### src/sv/bbaf_pkg.sv
// Package for the beacon advertising filter: types, register indexes and constants.
`default_nettype none

package bbaf_pkg;

  // Configuration port geometry
  localparam int unsigned CfgIdxW  = 3;
  localparam int unsigned CfgDataW = 16;

  // Register indexes
  localparam logic [CfgIdxW-1:0] RegVendorId      = 3'd0;
  localparam logic [CfgIdxW-1:0] RegMagicWord     = 3'd1;
  localparam logic [CfgIdxW-1:0] RegFormatVersion = 3'd2;
  localparam logic [CfgIdxW-1:0] RegEventCode     = 3'd3;

  // Register reset values
  localparam logic [15:0] VendorIdRst      = 16'hFFFF;
  localparam logic [15:0] MagicWordRst     = 16'h4346;
  localparam logic [7:0]  FormatVersionRst = 8'h01;
  localparam logic [7:0]  EventCodeRst     = 8'h01;

  // AD structure constants
  localparam logic [7:0] MfrType   = 8'hFF;
  localparam logic [7:0] MinMfrLen = 8'd9;

  // Offsets within a manufacturer-data structure
  localparam logic [4:0] OffType    = 5'd1;
  localparam logic [4:0] OffVendHi  = 5'd2;
  localparam logic [4:0] OffVendLo  = 5'd3;
  localparam logic [4:0] OffMagicHi = 5'd4;
  localparam logic [4:0] OffMagicLo = 5'd5;
  localparam logic [4:0] OffVersion = 5'd6;
  localparam logic [4:0] OffEvent   = 5'd7;
  localparam logic [4:0] OffSeq     = 5'd8;
  localparam logic [4:0] OffBattery = 5'd9;

  // Item kinds
  localparam logic KindByte = 1'b0;
  localparam logic KindPoll = 1'b1;

  typedef struct packed {
    logic [15:0] vendor_id;
    logic [15:0] magic_word;
    logic [7:0]  format_version;
    logic [7:0]  event_code;
  } cfg_t;

  typedef struct packed {
    logic       new_shake;
    logic [7:0] shake_seq;
    logic [7:0] battery_level;
    logic       event_taken;
  } res_t;

  typedef struct packed {
    logic event_pending;
    logic have_last;
  } stat_t;

endpackage

`default_nettype wire

### src/sv/bbaf_walker.sv
// AD structure walker, beacon matcher and pending-event tracker.
`default_nettype none

module bbaf_walker (
  input  wire logic           clk_i,
  input  wire logic           rst_ni,
  input  wire bbaf_pkg::cfg_t cfg_i,
  input  wire logic           accept_i,
  input  wire logic           kind_i,
  input  wire logic [7:0]     data_byte_i,
  input  wire logic [7:0]     report_length_i,
  output bbaf_pkg::res_t      result_o,
  output bbaf_pkg::stat_t     status_o
);
  import bbaf_pkg::*;

  logic [7:0] pos_q, pos_d;
  logic [7:0] nhp_q, nhp_d;
  logic       stopped_q, stopped_d;
  logic       cand_q, cand_d;
  logic       match_q, match_d;
  logic [3:0] offs_q, offs_d;
  logic [7:0] cap_q, cap_d;
  logic [7:0] last_q, last_d;
  logic       have_q, have_d;
  logic       pend_q, pend_d;

  logic [8:0] pos_inc;
  logic [8:0] struct_end;
  logic [4:0] off;
  logic       report_end;
  res_t       res;

  assign pos_inc    = {1'b0, pos_q} + 9'd1;
  assign struct_end = pos_inc + {1'b0, data_byte_i};
  assign off        = {1'b0, offs_q} + 5'd1;
  assign report_end = pos_inc >= {1'b0, report_length_i};

  // Compute next state and the result of the current item
  always_comb begin
    pos_d     = pos_q;
    nhp_d     = nhp_q;
    stopped_d = stopped_q;
    cand_d    = cand_q;
    match_d   = match_q;
    offs_d    = offs_q;
    cap_d     = cap_q;
    last_d    = last_q;
    have_d    = have_q;
    pend_d    = pend_q;
    res       = '0;

    if (kind_i == KindPoll) begin
      // take the pending flag
      if (pend_q) begin
        pend_d          = 1'b0;
        res.event_taken = 1'b1;
      end
    end else begin
      if (!stopped_q) begin
        if (pos_q == nhp_q) begin
          // length byte of a new structure
          cand_d  = 1'b0;
          match_d = 1'b0;
          offs_d  = '0;
          if (report_end || data_byte_i == 8'd0 ||
              struct_end > {1'b0, report_length_i}) begin
            stopped_d = 1'b1;
          end else begin
            nhp_d  = struct_end[7:0];
            cand_d = data_byte_i >= MinMfrLen;
          end
        end else if (cand_q) begin
          offs_d = off[3:0];
          unique case (off)
            OffType:    match_d = data_byte_i == MfrType;
            OffVendHi:  match_d = match_q && (data_byte_i == cfg_i.vendor_id[15:8]);
            OffVendLo:  match_d = match_q && (data_byte_i == cfg_i.vendor_id[7:0]);
            OffMagicHi: match_d = match_q && (data_byte_i == cfg_i.magic_word[15:8]);
            OffMagicLo: match_d = match_q && (data_byte_i == cfg_i.magic_word[7:0]);
            OffVersion: match_d = match_q && (data_byte_i == cfg_i.format_version);
            OffEvent:   match_d = match_q && (data_byte_i == cfg_i.event_code);
            OffSeq:     cap_d   = data_byte_i;
            OffBattery: begin
              // accept a non-duplicate matching beacon
              if (match_q && !(have_q && cap_q == last_q)) begin
                have_d            = 1'b1;
                last_d            = cap_q;
                pend_d            = 1'b1;
                res.new_shake     = 1'b1;
                res.shake_seq     = cap_q;
                res.battery_level = data_byte_i;
              end
              cand_d  = 1'b0;
              match_d = 1'b0;
            end
            default:    cand_d  = 1'b0;
          endcase
        end
      end

      // advance or restart at the report end
      if (report_end) begin
        pos_d     = '0;
        nhp_d     = '0;
        stopped_d = 1'b0;
        cand_d    = 1'b0;
        match_d   = 1'b0;
        offs_d    = '0;
      end else begin
        pos_d = pos_inc[7:0];
      end
    end
  end

  // Update state on each accepted item
  always_ff @(posedge clk_i or negedge rst_ni) begin
    if (!rst_ni) begin
      pos_q     <= '0;
      nhp_q     <= '0;
      stopped_q <= 1'b0;
      cand_q    <= 1'b0;
      match_q   <= 1'b0;
      offs_q    <= '0;
      cap_q     <= '0;
      last_q    <= '0;
      have_q    <= 1'b0;
      pend_q    <= 1'b0;
    end else if (accept_i) begin
      pos_q     <= pos_d;
      nhp_q     <= nhp_d;
      stopped_q <= stopped_d;
      cand_q    <= cand_d;
      match_q   <= match_d;
      offs_q    <= offs_d;
      cap_q     <= cap_d;
      last_q    <= last_d;
      have_q    <= have_d;
      pend_q    <= pend_d;
    end
  end

  assign result_o               = res;
  assign status_o.event_pending = pend_q;
  assign status_o.have_last     = have_q;

endmodule

`default_nettype wire

### src/sv/ble_beacon_adv_filter.sv
// Top level of the beacon advertising filter: config registers, walker and result register.
`default_nettype none

// Takes one item per cycle: either a byte of an advertising report (with the report
// length on every byte) or a poll. Every item gives exactly one result, registered and
// shown in the cycle after acceptance. The parser state advances on each accepted byte,
// and the result register takes a new result in the same cycle the previous one is
// taken, so the sustained rate is one item per clock whenever the output side is ready.
// A beacon result carries new_shake with its sequence and battery bytes; a poll result
// carries event_taken. Configuration registers (index 0 vendor id, 1 magic word, 2 format
// version, 3 event code) are written by the user only while the block idles (not enforced).
module ble_beacon_adv_filter (
  input  wire logic                          clk_i,
  input  wire logic                          rst_ni,
  input  wire logic                          cfg_we_i,
  input  wire logic [bbaf_pkg::CfgIdxW-1:0]  cfg_idx_i,
  input  wire logic [bbaf_pkg::CfgDataW-1:0] cfg_data_i,
  input  wire logic                          in_valid_i,
  output logic                               in_ready_o,
  input  wire logic                          kind_i,
  input  wire logic [7:0]                    data_byte_i,
  input  wire logic [7:0]                    report_length_i,
  output logic                               out_valid_o,
  input  wire logic                          out_ready_i,
  output logic                               new_shake_o,
  output logic [7:0]                         shake_seq_o,
  output logic [7:0]                         battery_level_o,
  output logic                               event_taken_o
);
  import bbaf_pkg::*;

  cfg_t  cfg_q;
  res_t  res;
  res_t  res_q;
  stat_t status;
  logic  out_valid_q;
  logic  in_acc;

  // Write configuration registers
  always_ff @(posedge clk_i or negedge rst_ni) begin
    if (!rst_ni) begin
      cfg_q.vendor_id      <= VendorIdRst;
      cfg_q.magic_word     <= MagicWordRst;
      cfg_q.format_version <= FormatVersionRst;
      cfg_q.event_code     <= EventCodeRst;
    end else if (cfg_we_i) begin
      unique case (cfg_idx_i)
        RegVendorId:      cfg_q.vendor_id      <= cfg_data_i;
        RegMagicWord:     cfg_q.magic_word     <= cfg_data_i;
        RegFormatVersion: cfg_q.format_version <= cfg_data_i[7:0];
        RegEventCode:     cfg_q.event_code     <= cfg_data_i[7:0];
        default:          ;
      endcase
    end
  end

  // Accept while the result slot is empty or being emptied
  assign in_ready_o = !out_valid_q || out_ready_i;
  assign in_acc     = in_valid_i && in_ready_o;

  bbaf_walker u_walker (
    .clk_i           (clk_i),
    .rst_ni          (rst_ni),
    .cfg_i           (cfg_q),
    .accept_i        (in_acc),
    .kind_i          (kind_i),
    .data_byte_i     (data_byte_i),
    .report_length_i (report_length_i),
    .result_o        (res),
    .status_o        (status)
  );

  // Hold the result until taken
  always_ff @(posedge clk_i or negedge rst_ni) begin
    if (!rst_ni) begin
      out_valid_q <= 1'b0;
    end else if (in_acc) begin
      out_valid_q <= 1'b1;
    end else if (out_ready_i) begin
      out_valid_q <= 1'b0;
    end
  end

  always_ff @(posedge clk_i) begin
    if (in_acc) begin
      res_q <= res;
    end
  end

  assign out_valid_o     = out_valid_q;
  assign new_shake_o     = res_q.new_shake;
  assign shake_seq_o     = res_q.shake_seq;
  assign battery_level_o = res_q.battery_level;
  assign event_taken_o   = res_q.event_taken;

`ifndef ASSERT_OFF
  // A result is either a beacon or a taken poll, never both
  assert property (@(posedge clk_i) disable iff (!rst_ni)
    out_valid_o |-> !(new_shake_o && event_taken_o))
    else $error("beacon and poll flags both set");

  // Without a beacon the sequence and battery fields are zero
  assert property (@(posedge clk_i) disable iff (!rst_ni)
    (out_valid_o && !new_shake_o) |-> (shake_seq_o == 8'd0 && battery_level_o == 8'd0))
    else $error("payload set on a result without a beacon");

  // An accepted beacon leaves an event pending and a last sequence recorded
  assert property (@(posedge clk_i) disable iff (!rst_ni)
    (in_acc && res.new_shake) |=> (status.event_pending && status.have_last))
    else $error("beacon accepted without pending event");

  // A poll with an event pending returns it and clears it
  assert property (@(posedge clk_i) disable iff (!rst_ni)
    (in_acc && kind_i == KindPoll && status.event_pending)
      |=> (out_valid_o && event_taken_o && !status.event_pending))
    else $error("pending event not taken by poll");
`endif

endmodule

`default_nettype wire
### config.mk
export PLATFORM = sky130hd
export DESIGN_NAME = ble_beacon_adv_filter
export DESIGN_NICKNAME = d
export VERILOG_FILES = /design/src/sv/bbaf_pkg.sv /design/src/sv/bbaf_walker.sv /design/src/sv/ble_beacon_adv_filter.sv
export SDC_FILE = /design/constraint.sdc
export NUM_CORES = 1
export LEC_CHECK = 0
export ABC_AREA = 1
export BUFFER_PORTS_ARGS = -buffer_cell sky130_fd_sc_hd__buf_2
export CORE_ASPECT_RATIO = 1.1
export CORE_MARGIN = 3
export CORE_UTILIZATION = 60
export DETAILED_ROUTE_END_ITERATION = 6
export PLACE_DENSITY = 0.89
export SYNTH_ARGS = -nofsm -noshare
export SYNTH_HDL_FRONTEND = slang
export SYNTH_HIERARCHICAL = 1
export SYNTH_SLANG_ARGS = --single-unit
### constraint.sdc
create_clock -name clk_i -period 7.7 [get_ports clk_i]
set_input_delay 1.54 -clock clk_i [delete_from_list [all_inputs] [get_ports clk_i]]
set_output_delay 1.54 -clock clk_i [all_outputs]
set_load 0.01 [all_outputs]
==> results, run 1 <==
- The run finished with clean final reports.
- The routability congestion estimate is approximately 0.94.
- The min-delay analysis places its worst path in the category flop to flop.
- The first detailed-routing pass took 5 iterations.
- The via total after detailed routing is ~5.5k.
- The number of global-route vias before repair is between 5k and 6k.
- The number of hold buffers added after cts is 0.
- The category of the critical setup timing path is input port to flop.
- The count of filler cells inserted in the layout is between 800 and 900.
- Once layout is complete, the utilization of the core stands at 0.6846.
- The post-route clock skew is 7.915 ps.
- The number of buffers inserted by port buffering is 60.
- The die extent in x is 103.7 um.
- The share of the clock period used by the worst path is 0.5499.
- Dividing the detail-routed via count by the number of cells gives 5.538.
- The antenna diode count is 0.
- The global-route track usage on met1 is 0.3273.
- The master cell of the clock root buffer is sky130_fd_sc_hd__clkbuf_8.
- The floorplan die area is approximately 12000 um2.
- Across the run, the number of max-cap violations was 0.
- The worst-case IR drop observed on VDD is 0.0002254 V.
- Gates resized during post-CTS repair numbered 0.
- The remaining design rule violation count is 0.
- The y dimension of the die is ~110 um.
- The synthesized netlist occupies a cell area of about 6300 um2.
- The met2 track demand over resource is 0.4520.
- The max-slew violation count was 0.
- The routed design could run at a clock period as short as about 4200 ps.
- The final-stage net count is about 910.
- The worst-case register-to-register setup slack is 3620 ps.
- The count of routing violations after the opening detailed-route iteration is 400.
- Entering global routing, the biggest net connects 67 pins.
- In this run the most used layer during global routing was met2.
- The count of nets left with antenna violations after detail routing is 0.
- The average instance in the mapped netlist occupies between 8 and 9 um2.
- The floorplan has 38 rows.
- Along the worst path, the maximum fanout reaches 16.
- The average wire per cell in the routed design is roughly 15 um.
- The arrival time at the worst endpoint is about 4500 ps.
- Counting every net in the synthesized netlist gives around 860.
- STA classifies the critical path endpoint as a flop.
- The number of buffers on the longest clock path is 2.
- The overall routing resource usage is 0.2590.
- For met3 alone, demand over resource in global routing was 0.05772.
- Clock latency on the worst-skew pair, taken at its later pin, is between 300 and 400 ps.
- The count of endpoints failing hold in the final timing report was 0.
- For this design the ratio of total power to cell area is a little under 300 nW/um2.
- The synthesized netlist cell count is ~800.
- The required time reported for the critical path endpoint is roughly 8000 ps.
- Pin placement for this block handled 61 I/O pins.
- The critical path goes through buf_2 > ha_1 > fa_1 > nand3_1 > nand2_1 > nand2_1 > o21ai_0 > xor2_1 > ha_1 > nand2_1 > inv_1 > nand3_1 > o32ai_1 > nand2_1 > nand2_1 > nand3_2 > nand2_1 > o21ai_1.
- The fraction of layout cells with a size suffix above 1 is 0.1692.
- The count of H-tree levels built during CTS is 3.
- The largest incremental delay on the critical path is 410 ps.
- The number of CTS-inserted buffers is 9.
- The setup violation total in the final timing report is 0.
- Summed over all cells, the static leakage comes to about 0.0035 uW.
- The area growth from synthesis to layout is 9.104%.
- After legalization and detailed placement, the total HPWL measured 11.22 mm.
- The highest attainable clock frequency is ~240 MHz.
- The kind of start point of the critical path is an input port.
- The setup total negative slack is 0 ps.
- In this run the post-CTS setup repair buffer count came out at 0.
- By instance count, the cell type seen most on the critical path is sky130_fd_sc_hd__nand2_1.
- The worst pin sits at a relative slew slack of 0.4677.
- The final wirelength is ~15 mm.
- The first global-routing pass estimated between 20 and 25 mm of wire.
- The total grt overflow is 0.
- The yosys synthesis warning count is 6.
- For this configuration, the core starts out at a cell density of 0.6275.
- The slew at the pin closest to its max-slew limit is between 700 and 800 ps.
- The slowest stage of the critical path belongs to the cell sky130_fd_sc_hd__fa_1.
- After floorplanning, the core was sized to cover about 10000 um2.
- The number of antenna violations at the first check in global routing came to 1.
- The CTS clock-pin slew for the worst setup and hold paths is ~90 ps.
- Setup repair after global routing left no endpoint under its margin.
- The clock tree from TritonCTS is done.
- The number of clock sinks is 108.
## layout make-up
cell class	instances	area, um2	area share
sequential	108	2823	0.4110
inverter	79	299.0	0.04354
timing repair buffer	63	325.3	0.04737
clock buffer	12	145.1	0.02113
clock inverter	4	48.80	0.007105
multi-input combinational	579	3052	0.4443
tap	140	175.2	0.02551
## layer usage
layer	vias to the layer above	routed length (um)	part of all wire
met1	2531	6142	0.42
met3	34	934	0.063
li1	2699	-	-
met2	189	7314	0.50
met5	-	13	0.00088
met4	2	341	0.023
## layout by cell type (no fill, tap or decap), types with 18 or more instances in the layout
master,n
sky130_fd_sc_hd__inv_1,67
sky130_fd_sc_hd__nand2_1,245
sky130_fd_sc_hd__edfxtp_1,18
sky130_fd_sc_hd__nand4_1,35
sky130_fd_sc_hd__nor2_1,47
sky130_fd_sc_hd__buf_2,59
sky130_fd_sc_hd__ha_1,31
sky130_fd_sc_hd__dfrtp_1,66
sky130_fd_sc_hd__nand3_1,90
sky130_fd_sc_hd__o21ai_0,26
sky130_fd_sc_hd__o21ai_1,23
sky130_fd_sc_hd__dfstp_2,24
## worst paths after layout
| kind | start | end | depth (start not counted) |
|---|---|---|---|
| min reg2reg | cfg_q[32] | cfg_q[32] | 2 |
| max | data_byte_i[0] | u_walker/nhp_q[0] | 18 |
| min in group asynchronous | rst_ni | u_walker/last_q[6] | 1 |
| min | cfg_q[32] | cfg_q[32] | 2 |
| max in group asynchronous | rst_ni | cfg_q[29] | 2 |
| max reg2reg | u_walker/pos_q[0] | u_walker/nhp_q[0] | 20 |
## metrics by stage
| step | hold slack, ps | setup WS [ps] | cells | total power (uW) | instance area [um2] |
|---|---|---|---|---|---|
| 3_3_place_gp | 449.9 | 3313 | 969 | 1668 | 6674 |
| 6_report | 464.2 | 3466 | 985 | 2035 | 6868 |
| 5_1_grt | 491.7 | 3313 | 985 | 2203 | 6868 |
| 2_1_floorplan | 428.0 | 3709 | 785 | 1476 | 6295 |
| 4_1_cts | 467.1 | 3607 | 985 | 2034 | 6868 |
| 3_5_place_dp | 453.7 | 3205 | 969 | 1687 | 6674 |
## where the power goes
group          total [uW]  switching [uW]  internal, uW
Clock                 342             184           158
Sequential            777            77.6           700
Combinational         916             591           325
Total                2040             852          1180
## registers in the layout, indices dropped and copies added, names as in the netlist
register	count
cfg_q	48
battery_level_o	8
shake_seq_o	8
u_walker/cap_q	8
u_walker/last_q	8
u_walker/nhp_q	8
u_walker/pos_q	8
u_walker/offs_q	4
event_taken_o	1
new_shake_o	1
out_valid_o	1
u_walker/cand_q	1
u_walker/have_q	1
u_walker/match_q	1
u_walker/pend_q	1
u_walker/stopped_q	1
## worst max-delay path, delay by kind of cell
kind,cells,cell delay (ps)
AO/OA/AOI/OAI,3,600
XOR/XNOR,1,180
adder cells (fa/ha/maj),3,940
buffers and inverters,2,190
AND/OR/NAND/NOR,9,1050
(Power assumes the default switching activity.)
==> run 2, diff against run 1 <==
ABC_AREA = 0   (was 1)
CORE_UTILIZATION = 59   (was 60)
PLACE_DENSITY = 0.88   (was 0.89)
clock period = 4.35 ns   (was 7.7 ns; I/O delays follow)
==> run 2 against run 1 <==
The flow now finishes with violations (setup timing). Clock skew rose by 5.4 ps. Critical path depth fell by 4. Sequential cell count did not move. Die area fell by 3.0%. Global-route usage fell by 1.0 points. Design area fell by 3.1%. Power rose by 70%. Non-clock buffer count rose by 6. First-iteration DRC count fell by 30%.
==> results, run 2 <==
- The HPWL after detailed placement is 9.880 mm (-12%).
- The wire length of the first global-routing pass came to 22.47 mm (-8.4%).
- The sequential cell area is 2825 um2 (about the same).
- The antenna diode count is 0 (unchanged).
- The post-route clock skew is 13.30 ps (+5.380 ps).
- The number of nets in the synthesized netlist is 580 (-32%).
- STA classifies the critical path startpoint as a flop.
- The least setup slack across all paths after layout was -103.3 ps (-3569 ps).
- The clock insertion delay at the later pin of the skew report is 380 ps (about the same).
- The routability congestion estimate was 0.9464 (+0.62%).
- The signal on the critical path passes through ha_2 > xor2_2 > ha_1 > a21oi_1 > o21bai_1 > a21oi_1 > o21ai_0 > xor2_1 > ha_1 > a2111oi_2 > a211oi_1 > a311o_1 > o41a_1 > a22o_1.
- The cell area after technology mapping is 5992 um2 (-4.8%).
- The origin of the critical flop-to-flop path is u_walker/pos_q[0].
- The number of CTS-inserted buffers is 9 (unchanged).
- The number of clock sinks was 108 (unchanged).
- The number of vias per cell after detailed routing was 6.417 (+16%).
- Dividing the final minimum period by the clock period gives 1.024.
- The die extent in x came to 102.1 um (-1.5%).
- The largest incremental delay on the critical path came to 530 ps (+120 ps).
- TritonCTS built the clock tree.
- The count of endpoints failing hold in the final timing report is 0 (unchanged).
- The run finished, with violations left.
- The sum of buffers and inverters on the critical path is 0 (-2).
- Derived from the worst setup path, the maximum achievable clock frequency is ~220 MHz.
- The CTS clock-pin slew for the worst setup and hold paths is 100 ps (about the same).
- The endpoint type of the worst setup path is a flop.
- In the layout the commonest cells are sky130_fd_sc_hd__mux2_2 (65), sky130_fd_sc_hd__dfrtp_1 (64), sky130_fd_sc_hd__buf_2 (59), sky130_fd_sc_hd__ha_1 (30), sky130_fd_sc_hd__nand2_1 (29).
- The commonest non-fill, non-tap cell in the layout is sky130_fd_sc_hd__mux2_2.
- The master cell of the clock root buffer is sky130_fd_sc_hd__clkbuf_8.
- Broken down by cell family, the worst path's largest delay share belongs to compound AO/OA/AOI/OAI gates.
- The highest metal layer carrying signal wires in the routed design is met4.
- The checks that failed: setup timing.
- The count of filler cells inserted in the layout is 705 (-15%).
- The remaining design rule violation count is 0 (unchanged).
- The boundary pin count is 61 (unchanged).
- The maximum number of pins on one net before global-route repair came to 91 (+36%).
- The tightest slew margin relative to the limit was 0.1993 (-0.2684).
- The final wirelength is 14.16 mm (-4.0%).
- The total grt overflow is 0 (unchanged).
- The number of global-route vias before repair is 4504 (-12%).
- The setup violation total in the final timing report is 8 (+8).
- The arrival time at the worst endpoint is 4710 ps (+210 ps).
- The max capacitance violation total is 0 (unchanged).
- The total iterations of the first detailed-routing run came to 5 (unchanged).
- The critical path in this run is classified as flop to flop.
- The fraction of layout cells with a size suffix above 1 is 0.3438 (+0.1746).
- The y dimension of the die came to 111.7 um (-1.5%).
- The number of placed instances, taps included was 672 (-31%).
- The register ranked first by flip-flop count is cfg_q.
- The mean cell area of the mapped netlist is 11.82 um2 (+47%).
- For this design, the slowest cell found on the critical path is sky130_fd_sc_hd__o41a_1.
- The count of nets left with antenna violations after detail routing is 0 (unchanged).
- The final-stage net count is 641 (-30%).
- The count of H-tree levels built during CTS was 3 (unchanged).
- The setup total negative slack is -706.3 ps (-706.3 ps).
- The leakage power is 0.002953 uW (-15%).
- The maximum resistive drop on vdd is 0.0003142 V (+39%).
- The max-slew violation count is 0 (unchanged).
- The number of buffers inserted by port buffering came to 60 (unchanged).
- The via total after detailed routing came to 4428 (-19%).
- The row count was 37 (-2.6%).
- The number of flip-flops in the largest register was 48 (unchanged).
- The worst-case register-to-register setup slack is -100 ps (-3720 ps).
- In this run the critical register-to-register path is captured at u_walker/nhp_q[5].
- The launch point of the worst hold path is u_walker/have_q.
- The number of buffers on the longest clock path was 2 (unchanged).
- The timing startpoint of the critical path is u_walker/pos_q[0].
- Counting I/O delays and the setup requirement, the final critical path takes 4453 ps.
- The slew at the pin closest to its max-slew limit was 1199 ps (+400.8 ps).
- The average wire per cell in the routed design is 20.52 um (+37%).
- The area of the placeable core is 9629 um2 (-4.0%).
- The total met3 wirelength after detailed routing came to 1.017 mm (+8.9%).
- The synthesized netlist cell count is 507 (-35%).
- Compared with the post-synthesis result, the final layout area differs by 11.09%.
- The initial standard-cell utilization of the core came to 0.6223 (-0.005192).
- The yosys synthesis warning count is 6 (unchanged).
- The critical path ends at u_walker/nhp_q[5].
- The area occupied by multi-input gates came to 3048 um2 (-0.12%).
- The count of routing violations after the opening detailed-route iteration is 280 (-30%).
- The total met2 wirelength after detailed routing is 6.980 mm (-4.6%).
- The path class of the tightest hold or removal check is flop to flop.
- The non-filler instance count after layout is 690 (-30%).
- The power density over the cells is 518.7 nW/um2 (+75%).
- The required time reported for the critical path endpoint is 4610 ps (-3360 ps).
- The maximum fanout along the worst path is 8 (-8).
- The logic depth of the worst register-to-register path is 14 (-30%).
- The overall routing resource usage is 0.2490 (-0.009968).
- The number of antenna violations at the first check in global routing came to 0 (-1).
- The floorplan die area is 11400 um2 (-3.0%).
- The total number of cells along the worst setup path was 14 (-4).
- The length of routed wiring on met1 is 5.709 mm (-7.0%).
## run 2: routing by layer
metal  global-route usage  vias to the layer above
li1                     -                     1980
met1               0.3291                     2161
met2               0.4075                      238
met3              0.04198                       49
met4              0.09624                        0
met5                    0                        -
## run 2: worst min path at each step
stage          cells past startpoint               to  slack (ps)
2_1_floorplan                      1  u_walker/have_q         430
3_3_place_gp                       1  u_walker/have_q         440
3_5_place_dp                       1  u_walker/have_q         450
4_1_cts                            1  u_walker/have_q         470
5_1_grt                            1  u_walker/have_q         480
6_report                           1  u_walker/have_q         470
## run 2: power breakdown
group | leakage, uW | internal, uW | switching [uW] | total (uW)
Combinational | 0.00157 | 628 | 808 | 1440
Sequential | 0.00128 | 1230 | 158 | 1390
Clock | 0.000100 | 273 | 351 | 624
## run 2: worst register-to-register path: cells and delay by family, from the launching register on
kind	cells	cell delay, ps
compound gates	9	2480
flops	1	470
xor+xnor	2	480
fa+ha+maj	3	930
## run 2: cell type report
cell class	count	area share
Timing Repair Buffer	69	0.05564
Sequential cell	108	0.4244
Tap cell	117	0.02199
Multi-Input combinational cell	362	0.4579
Inverter	18	0.01015
Clock inverter	6	0.01071
Clock buffer	10	0.01917
## run 2: metrics by stage
stage / instance area (um2) / util / hold WS, ps / power (uW) / setup slack (ps)
after floorplan: 5992 / - / 425.3 / 2341 / 408.0
after global placement: 6404 / 0.6650 / 441.2 / 2672 / 157.6
after detailed placement: 6404 / 0.6650 / 450.8 / 2743 / -107.3
after CTS: 6603 / 0.6857 / 475.0 / 3370 / 5.029
after global routing: 6656 / 0.6913 / 482.8 / 3635 / -129.6
final: 6656 / 0.6913 / 474.2 / 3452 / -103.3
## run 2: what timing repair did
| item | 4_1_cts | 5_1_grt |
|---|---|---|
| setup endpoints to repair | 0 | 9 |
| gates resized for setup | 0 | 12 |
| hold buffers | 0 | 0 |
| setup buffers | 0 | 2 |
